`config.mk`:
```
export PLATFORM = sky130hd
export DESIGN_NAME = prime_test_64bit_top
export DESIGN_NICKNAME = d
export VERILOG_FILES = /design/src/rtl/core/pt64_pkg.sv /design/src/rtl/core/pt64_modunit.sv /design/src/rtl/core/prime_test_64bit_top.sv
export SDC_FILE = /design/constraint.sdc
export NUM_CORES = 2
export LEC_CHECK = 0
export ABC_AREA = 1
export BUFFER_PORTS_ARGS = -buffer_cell sky130_fd_sc_hd__buf_2
export CAP_MARGIN = 20
export CORE_ASPECT_RATIO = 1.4
export CORE_MARGIN = 2
export CORE_UTILIZATION = 55
export CTS_CLUSTER_DIAMETER = 60
export DETAILED_ROUTE_END_ITERATION = 6
export PLACE_DENSITY = 0.78
export REMOVE_ABC_BUFFERS = 1
export SYNTH_ARGS = -nofsm -noshare
export SYNTH_HDL_FRONTEND = slang
export SYNTH_SLANG_ARGS = --single-unit
export TNS_END_PERCENT = 5
```
`constraint.sdc`:
```
create_clock -name clk -period 11.55 [get_ports clk]
set_clock_uncertainty 0.1 [all_clocks]
set_input_delay 0.5775 -clock clk [delete_from_list [all_inputs] [get_ports clk]]
set_output_delay 0.5775 -clock clk [all_outputs]
set_load 0.005 [all_outputs]
```
`src/rtl/core/pt64_pkg.sv`:
```
// Package for the 64-bit primality tester.
// Holds the sequencer state type, base table and register constants. No dependencies.
package pt64_pkg;

  typedef enum logic [3:0] {
    ST_IDLE,
    ST_PRE,       // screen 2, 3, 5 and pick the method
    ST_WH_SQ,     // trial: div*div compare
    ST_WH_MOD,
    ST_MR_SPLIT,
    ST_MR_BASE,   // reduce base mod n
    ST_MR_MUL,    // x = x*a when the exponent bit is set
    ST_MR_SQA,    // a = a*a
    ST_MR_CHECK,
    ST_MR_SQR,
    ST_DONE
  } state_t;

  // Shared unit operation codes.
  typedef enum logic [1:0] {
    OP_MULMOD,
    OP_MOD
  } op_t;

  localparam logic [17:0] TRIAL_LIMIT_RESET = 18'd207936;
  localparam int MR_BASE_COUNT = 7;
  localparam logic [2:0] MR_LAST_BASE = 3'd6;
  localparam logic [0:0] REG_TRIAL_LIMIT = 1'b0;

  function automatic logic [63:0] mr_base(input logic [2:0] idx);
    logic [63:0] v;
    unique case (idx)
      3'd0: v = 64'd2;
      3'd1: v = 64'd325;
      3'd2: v = 64'd9375;
      3'd3: v = 64'd28178;
      3'd4: v = 64'd450775;
      3'd5: v = 64'd9780504;
      3'd6: v = 64'd1794265022;
      default: v = 64'd2;
    endcase
    return v;
  endfunction

  function automatic logic [3:0] wheel_gap(input logic [2:0] idx);
    logic [3:0] g;
    unique case (idx)
      3'd0: g = 4'd6;
      3'd1: g = 4'd4;
      3'd2: g = 4'd2;
      3'd3: g = 4'd4;
      3'd4: g = 4'd2;
      3'd5: g = 4'd4;
      3'd6: g = 4'd6;
      3'd7: g = 4'd2;
      default: g = 4'd2;
    endcase
    return g;
  endfunction

endpackage

```
`src/rtl/core/pt64_modunit.sv`:
```
// Shared bit-serial modular unit: (a*b) mod m or b mod m, one bit per cycle.
// Depends on pt64_pkg.
module pt64_modunit (
  input  logic              clk,
  input  logic              rst,
  input  logic              start,
  input  pt64_pkg::op_t     op,
  input  logic [63:0]       a,
  input  logic [63:0]       b,
  input  logic [63:0]       m,
  output logic              done,
  output logic [63:0]       result
);

  logic        busy;
  logic [6:0]  cnt;
  pt64_pkg::op_t op_r;
  logic [63:0] ar, br, mr, acc;
  logic [64:0] dbl, dsub, addv, asub;
  logic [63:0] acc_d, acc_next;

  // mul: acc = 2acc (+a); mod: acc = 2acc + bit of b. Each add has its own subtract.
  always_comb begin
    dbl   = {acc, 1'b0};
    dsub  = dbl - {1'b0, mr};
    acc_d = (dbl >= {1'b0, mr}) ? dsub[63:0] : dbl[63:0];
    if (op_r == pt64_pkg::OP_MOD) begin
      addv = {1'b0, acc_d} + {64'd0, br[63]};
    end else begin
      addv = {1'b0, acc_d} + (br[63] ? {1'b0, ar} : 65'd0);
    end
    asub     = addv - {1'b0, mr};
    acc_next = (addv >= {1'b0, mr}) ? asub[63:0] : addv[63:0];
  end

  always_ff @(posedge clk) begin
    if (rst) begin
      busy <= 1'b0;
      done <= 1'b0;
      cnt  <= '0;
    end else begin
      done <= 1'b0;
      if (start && !busy) begin
        busy <= 1'b1;
        cnt  <= 7'd0;
        op_r <= op;
        ar   <= a;
        br   <= b;
        mr   <= m;
        acc  <= '0;
      end else if (busy) begin
        acc <= acc_next;
        br  <= {br[62:0], 1'b0};
        cnt <= cnt + 7'd1;
        if (cnt == 7'd63) begin
          busy <= 1'b0;
          done <= 1'b1;
        end
      end
    end
  end

  assign result = acc;

`ifndef SYNTHESIS
  a_done_after_busy: assert property (@(posedge clk) disable iff (rst)
    done |-> $past(busy)) else $error("done without busy");
  a_no_restart: assert property (@(posedge clk) disable iff (rst)
    (busy && cnt != 7'd63) |=> busy) else $error("unit dropped busy early");
  a_result_reduced: assert property (@(posedge clk) disable iff (rst)
    done |-> (result < mr)) else $error("result not reduced");
`endif

endmodule

```
`src/rtl/core/prime_test_64bit_top.sv`:
```
// Top level of the 64-bit primality tester: sequencer, config register, stream ports.
// Depends on pt64_pkg and pt64_modunit.
//
// channel | dir | beat
// s_axis  | in  | tdata[63:0] = candidate
// m_axis  | out | tdata[7:0]  = is_prime in bit 0, rest zero
// apb     | in  | trial_limit at 0x0
//
// All modular arithmetic runs on one 64-step shift-add modular unit.
// ST_PRE screens multiples of 2 by bit 0, of 3 and 5 by a mod-15 digit sum.
// Trial division uses one unit call per divisor.
// Miller-Rabin needs at most 126 unit calls per base.
// Reset is synchronous and restores trial_limit. s_tready is low from accept until
// the result beat is taken.
module prime_test_64bit_top (
  input  logic        clk,
  input  logic        rst,
  input  logic        s_tvalid,
  output logic        s_tready,
  input  logic [63:0] s_tdata,   // [63:0] candidate
  output logic        m_tvalid,
  input  logic        m_tready,
  output logic [7:0]  m_tdata,   // [0] is_prime, [7:1] zero
  input  logic        psel,
  input  logic        penable,
  input  logic        pwrite,
  input  logic [2:0]  paddr,
  input  logic [31:0] pwdata,
  output logic [31:0] prdata,
  output logic        pready
);

  pt64_pkg::state_t state, state_next;
  logic [17:0] trial_limit;
  logic [63:0] n, d, x, e, base_a;
  logic [9:0]  div;
  logic [19:0] div_sq;
  logic [5:0]  s, r;
  logic [2:0]  bidx, gidx;
  logic        answer, pending, go;
  logic        u_start, u_done;
  pt64_pkg::op_t u_op;
  logic [63:0] u_a, u_b, u_m, u_res;
  logic [63:0] n_less;
  logic [3:0]  m15;
  logic        div3, div5, screen_out, last_base;

  // n mod 15 from a nibble sum (16 = 1 mod 15); 15 stands for 0.
  function automatic logic [3:0] mod15(input logic [63:0] v);
    logic [4:0] p [8];
    logic [5:0] q [4];
    logic [7:0] t;
    logic [4:0] f;
    logic [4:0] g;
    for (int i = 0; i < 8; i++) p[i] = {1'b0, v[8*i +: 4]} + {1'b0, v[8*i+4 +: 4]};
    for (int i = 0; i < 4; i++) q[i] = {1'b0, p[2*i]} + {1'b0, p[2*i+1]};
    t = ({2'b00, q[0]} + {2'b00, q[1]}) + ({2'b00, q[2]} + {2'b00, q[3]});
    f = {1'b0, t[7:4]} + {1'b0, t[3:0]};
    g = {4'd0, f[4]} + {1'b0, f[3:0]};
    return g[3:0];
  endfunction

  assign pready = 1'b1;
  assign prdata = (paddr[2] == pt64_pkg::REG_TRIAL_LIMIT) ? {14'd0, trial_limit} : 32'd0;
  assign n_less = n - 64'd1;
  assign div_sq = {10'd0, div} * {10'd0, div};
  assign m15    = mod15(n);
  assign div3   = (m15 == 4'd0) || (m15 == 4'd3) || (m15 == 4'd6) || (m15 == 4'd9) ||
                  (m15 == 4'd12) || (m15 == 4'd15);
  assign div5   = (m15 == 4'd0) || (m15 == 4'd5) || (m15 == 4'd10) || (m15 == 4'd15);
  assign screen_out = (n < 64'd2) || (n == 64'd2) || (n == 64'd3) || (n == 64'd5) ||
                      !n[0] || div3 || div5;
  assign last_base = (bidx == pt64_pkg::MR_LAST_BASE);

  always_ff @(posedge clk) begin
    if (rst) begin
      trial_limit <= pt64_pkg::TRIAL_LIMIT_RESET;
    end else if (psel && penable && pwrite && pready &&
                 paddr[2] == pt64_pkg::REG_TRIAL_LIMIT) begin
      trial_limit <= pwdata[17:0];
    end
  end

  pt64_modunit u_mod (
    .clk(clk), .rst(rst), .start(u_start), .op(u_op),
    .a(u_a), .b(u_b), .m(u_m), .done(u_done), .result(u_res)
  );

  always_ff @(posedge clk) begin
    if (rst) begin
      state    <= pt64_pkg::ST_IDLE;
      m_tvalid <= 1'b0;
      pending  <= 1'b0;
    end else begin
      state   <= state_next;
      pending <= u_start ? 1'b1 : (u_done ? 1'b0 : pending);
      if (state == pt64_pkg::ST_DONE) begin
        m_tvalid <= 1'b1;
      end else if (m_tvalid && m_tready) begin
        m_tvalid <= 1'b0;
      end
    end
  end

  assign s_tready = (state == pt64_pkg::ST_IDLE) && !m_tvalid;
  assign m_tdata  = {7'd0, answer};
  assign go       = !pending && !u_done;

  always_comb begin
    state_next = state;
    u_start = 1'b0;
    u_op = pt64_pkg::OP_MOD;
    u_a = x;
    u_b = n;
    u_m = n;
    unique case (state)
      pt64_pkg::ST_IDLE:
        if (s_tvalid && s_tready) state_next = pt64_pkg::ST_PRE;
      pt64_pkg::ST_PRE: begin
        if (screen_out) state_next = pt64_pkg::ST_DONE;
        else if (n <= {46'd0, trial_limit}) state_next = pt64_pkg::ST_WH_SQ;
        else state_next = pt64_pkg::ST_MR_SPLIT;
      end
      pt64_pkg::ST_WH_SQ: begin
        if ({44'd0, div_sq} > n) state_next = pt64_pkg::ST_DONE;
        else state_next = pt64_pkg::ST_WH_MOD;
      end
      pt64_pkg::ST_WH_MOD: begin
        u_b = n; u_m = {54'd0, div}; u_start = go;
        if (u_done) state_next = (u_res == 64'd0) ? pt64_pkg::ST_DONE : pt64_pkg::ST_WH_SQ;
      end
      pt64_pkg::ST_MR_SPLIT:
        if (d[0]) state_next = pt64_pkg::ST_MR_BASE;
      pt64_pkg::ST_MR_BASE: begin
        u_b = pt64_pkg::mr_base(bidx); u_m = n; u_start = go;
        if (u_done) begin
          if (u_res != 64'd0) state_next = pt64_pkg::ST_MR_MUL;
          else if (last_base) state_next = pt64_pkg::ST_DONE;
        end
      end
      pt64_pkg::ST_MR_MUL: begin
        u_op = pt64_pkg::OP_MULMOD; u_a = x; u_b = base_a; u_start = go && e[0];
        if (!e[0] || u_done) state_next = pt64_pkg::ST_MR_SQA;
      end
      pt64_pkg::ST_MR_SQA: begin
        u_op = pt64_pkg::OP_MULMOD; u_a = base_a; u_b = base_a;
        if (e[63:1] == 63'd0) begin
          state_next = pt64_pkg::ST_MR_CHECK;
        end else begin
          u_start = go;
          if (u_done) state_next = pt64_pkg::ST_MR_MUL;
        end
      end
      pt64_pkg::ST_MR_CHECK: begin
        if (x == 64'd1 || x == n_less)
          state_next = last_base ? pt64_pkg::ST_DONE : pt64_pkg::ST_MR_BASE;
        else if (r >= s) state_next = pt64_pkg::ST_DONE;
        else state_next = pt64_pkg::ST_MR_SQR;
      end
      pt64_pkg::ST_MR_SQR: begin
        u_op = pt64_pkg::OP_MULMOD; u_a = x; u_b = x; u_start = go;
        if (u_done) begin
          if (u_res == n_less)
            state_next = last_base ? pt64_pkg::ST_DONE : pt64_pkg::ST_MR_BASE;
          else if (r + 6'd1 >= s) state_next = pt64_pkg::ST_DONE;
        end
      end
      pt64_pkg::ST_DONE: state_next = pt64_pkg::ST_IDLE;
      default: state_next = pt64_pkg::ST_IDLE;
    endcase
  end

  always_ff @(posedge clk) begin
    unique case (state)
      pt64_pkg::ST_IDLE:
        if (s_tvalid && s_tready) n <= s_tdata;
      pt64_pkg::ST_PRE: begin
        if (n == 64'd2 || n == 64'd3 || n == 64'd5) answer <= 1'b1;
        else answer <= !screen_out;
        d <= n_less; s <= 6'd0; div <= 10'd7; gidx <= 3'd1; bidx <= 3'd0;
      end
      pt64_pkg::ST_WH_MOD:
        if (u_done) begin
          if (u_res == 64'd0) answer <= 1'b0;
          div  <= div + {6'd0, pt64_pkg::wheel_gap(gidx)};
          gidx <= gidx + 3'd1;
        end
      pt64_pkg::ST_MR_SPLIT:
        if (!d[0]) begin
          d <= {1'b0, d[63:1]}; s <= s + 6'd1;
        end
      pt64_pkg::ST_MR_BASE:
        if (u_done) begin
          if (u_res == 64'd0) begin
            bidx <= bidx + 3'd1;
          end else begin
            base_a <= u_res; x <= 64'd1; e <= d; r <= 6'd1;
          end
        end
      pt64_pkg::ST_MR_MUL:
        if (e[0] && u_done) x <= u_res;
      pt64_pkg::ST_MR_SQA:
        if (u_done) begin
          base_a <= u_res; e <= {1'b0, e[63:1]};
        end
      pt64_pkg::ST_MR_CHECK: begin
        if (x == 64'd1 || x == n_less) bidx <= bidx + 3'd1;
        else if (r >= s) answer <= 1'b0;
      end
      pt64_pkg::ST_MR_SQR:
        if (u_done) begin
          x <= u_res; r <= r + 6'd1;
          if (u_res == n_less) bidx <= bidx + 3'd1;
          else if (r + 6'd1 >= s) answer <= 1'b0;
        end
      default: ;
    endcase
  end

`ifndef SYNTHESIS
  a_ready_idle: assert property (@(posedge clk) disable iff (rst)
    s_tready |-> (state == pt64_pkg::ST_IDLE)) else $error("ready outside idle");
  a_one_result: assert property (@(posedge clk) disable iff (rst)
    (m_tvalid && !m_tready) |=> m_tvalid) else $error("result dropped");
  a_no_accept_busy: assert property (@(posedge clk) disable iff (rst)
    m_tvalid |-> !s_tready) else $error("accepted while result pending");
  a_data_stable: assert property (@(posedge clk) disable iff (rst)
    (m_tvalid && !m_tready) |=> $stable(m_tdata)) else $error("result beat changed");
`endif

endmodule
```
==> summary.txt <==
Setup path
  – Most frequent CP cell: nand2_1
  – Nature of the critical path endpoint: flop
  – WP data required: 11.95 ns
  – Slowest CP cell: o21ai_0
  – Worst setup SP type: flop
  – Crit Path Category: flop to flop
  – CP max stage delay: 0.64 ns
  – Worst EP arrival: 10.88 ns
  – Crit Path Max Fanout: 30

Yosys
  – Mapped Area: 51500 µm²
  – Synth Area per Inst: 7.51 µm²
  – Yosys reg bits: 640
  – Yosys cell types: 62
  – Sequential element share of the synthesized area: 36.6%
  – Ys Warns: 0
  – Top FF cell, synth: edfxtp_1
  – Yosys top cell by area: edfxtp_1
  – Leading post-synthesis cells by cell area: edfxtp_1, nand2_1, ha_1, inv_1, nor2_1
  – Post-synth top area share: 35.3%
  – EDFF count, synth: 605
  – Synthesized netlist cell count: 6859
  – Asr flop ratio synth: 0%

Global route
  – Vias in the first global route: 49.3k
  – Global route overflow: 0
  – GRT Resource Usage Total: 44.3%
  – First-pass GRT wire length: 311 mm
  – Largest net degree at the start of global routing: 79
  – Initial antenna violation count: 9

Clock network
  – Total CTS buffers: 71
  – Setup Buffers After CTS: 0
  – Cts hold-fix bufs: 68
  – CTS tree: yes
  – Root buffer cell: clkbuf_16
  – Clock transition at path regs: 0.06 ns
  – Post-CTS resize count: 0
  – Clock Latency Late Sink: 0.72 ns
  – Clk buf depth: 3
  – H-Tree Depth: 3
  – Num Clock Sinks: 640

STA
  – Min cycle time layout: 10.47 ns
  – Final setup violation count: 0
  – Slew @ Worst Pin: 1.25 ns
  – Final Cycle Share: 90.7%
  – Fin. Hold Viols: 0
  – RSZ-0062 raised after global routing: no
  – Final Slew Violations: 0
  – Fmax: 0.0955 GHz
  – Slew headroom: 17.0%

Routing
  – Total number of vias: 50.6k
  – Via density: 6.12
  – Routed wire length: 217 mm
  – DRC: 1
  – Post-route ant nets: 0
  – Drt initial violations: 5819
  – Pre-Repair DR Iteration Count: 7
  – Wire per inst: 26.2 µm

Outcome
  – Failing checks: DRC
  – Status: finished, violations left

Layout
  – Area Overhead vs Synth: 9.51%
  – Commonest non-fill, non-tap cells in the layout: nand2_1, inv_1, nor2_1
  – Sequential cell area: 18900 µm²
  – Most common cell after layout, fill and taps aside: nand2_1
  – Proportion of layout cells with a drive suffix above 1: 5.19%
  – Filler Cell Count: 8556
  – Area taken by multi-input logic gates: 28300 µm²
  – Finished Layout Cells: 8263
  – Final net count: 7535

Flow run
  – Max_cap viols: 0

Min path
  – Hold crit path type: primary input to flop

Floorplanning
  – Starting density of the core: 55.6%
  – DIE AREA: 96100 µm²
  – Die width: 263 µm
  – DIE HEIGHT: 366 µm
  – Row count: 132
  – Core ar.: 92700 µm²
  – Top Ports: 149

Placement
  – Post-DP HPWL: 173 mm
  – GPL Wtd Cong: 1.07
  – # placed instances: 8060
  – Number of buffers added on ports: 110
## critical path: cells and delay by family (launching register included)
kind	cells	cell delay (ns)
AO/OA/AOI/OAI	15	4.59
flip-flops	1	0.58
AND/OR/NAND/NOR	14	2.39
buffers and inverters	6	0.89
XOR/XNOR	1	0.32
adder cells (fa/ha/maj)	4	1.41
## metrics by stage
step	setup slack, ns	setup TNS [ns]	hold WS (ns)	util [%]	cell area, µm²
after floorplan	-1.68	-216.69	0.348	-	50800
after global placement	1.66	0	0.361	57.5	53300
after detailed placement	1.56	0	0.381	57.5	53300
after CTS	1.52	0	0.00323	60.9	56400
after global routing	0.598	0	0.0466	60.9	56400
final	1.08	0	0.00933	60.9	56400
## logic make-up after synthesis
family                   count (synthesis)  synth area share (%)
AND/OR/NAND/NOR                       3179                  25.5
AO/OA/AOI/OAI                         1237                  13.5
buffers and inverters                 1149                  8.65
flip-flops                             640                  36.6
adder cells (fa/ha/maj)                434                  12.0
XOR/XNOR                               217                  3.69
other                                    2                0.0146
multiplexers                             1                0.0194
## final timing paths
path / slack [ns] / to / startpoint / cells past startpoint
min reg2reg: 0.39 / u_mod.cnt[1] / u_mod.cnt[1] / 2
min: 0.009 / trial_limit[16] / pwdata[16] / 3
max reg2reg: 1.08 / u_mod.result[16] / u_mod.result[30] / 40
max: 1.08 / u_mod.result[16] / u_mod.result[30] / 40
## per-layer routing
metal	GRT usage, %	wire, µm
met5	0	12
met4	45.2	27400
met3	7.40	17400
met2	73.4	100000
met1	46.9	71700
## cell type report
cell class | instances | area share (%)
Tap cell | 1206 | 2.68
Timing Repair Buffer | 224 | 2.84
Antenna cell | 4 | 0.0177
Inverter | 968 | 6.45
Multi-Input combinational cell | 5090 | 50.3
Sequential cell | 640 | 33.5
Clock buffer | 77 | 3.19
Clock inverter | 54 | 1.12
## synth_stat cells, drive strengths merged (4+ instances only)
cell / n
o221ai: 4
a221oi: 7
o22ai: 68
nand3: 339
o21a: 37
nor3: 47
dfxtp: 35
xor2: 151
a21oi: 468
clkbuf: 128
nor2: 917
a21o: 20
inv: 965
nand3b: 10
nand4: 65
o2111ai: 8
a22o: 7
xnor2: 66
nand2: 1722
o31ai: 5
nor4: 54
o311ai: 4
o211ai: 26
edfxtp: 605
a32o: 19
a31oi: 78
ha: 331
a21boi: 11
fa: 103
a211oi: 7
buf: 53
or2: 17
o21bai: 12
o21ai: 444
## registers in the layout, summed over array words and instances, names as in the netlist, 3 cells and up, named ones only
signal and count:
state 4, u_mod.cnt 7, x 64, s 6, base_a 64, r 6
gidx 3, trial_limit 18, u_mod.result 64, n 64, e 64, u_mod.br 64
bidx 3, u_mod.mr 64, d 64, u_mod.ar 64, div 9
Power is not shown: default switching activity piles up to over one toggle a cycle in this logic, so the estimate is an artifact.
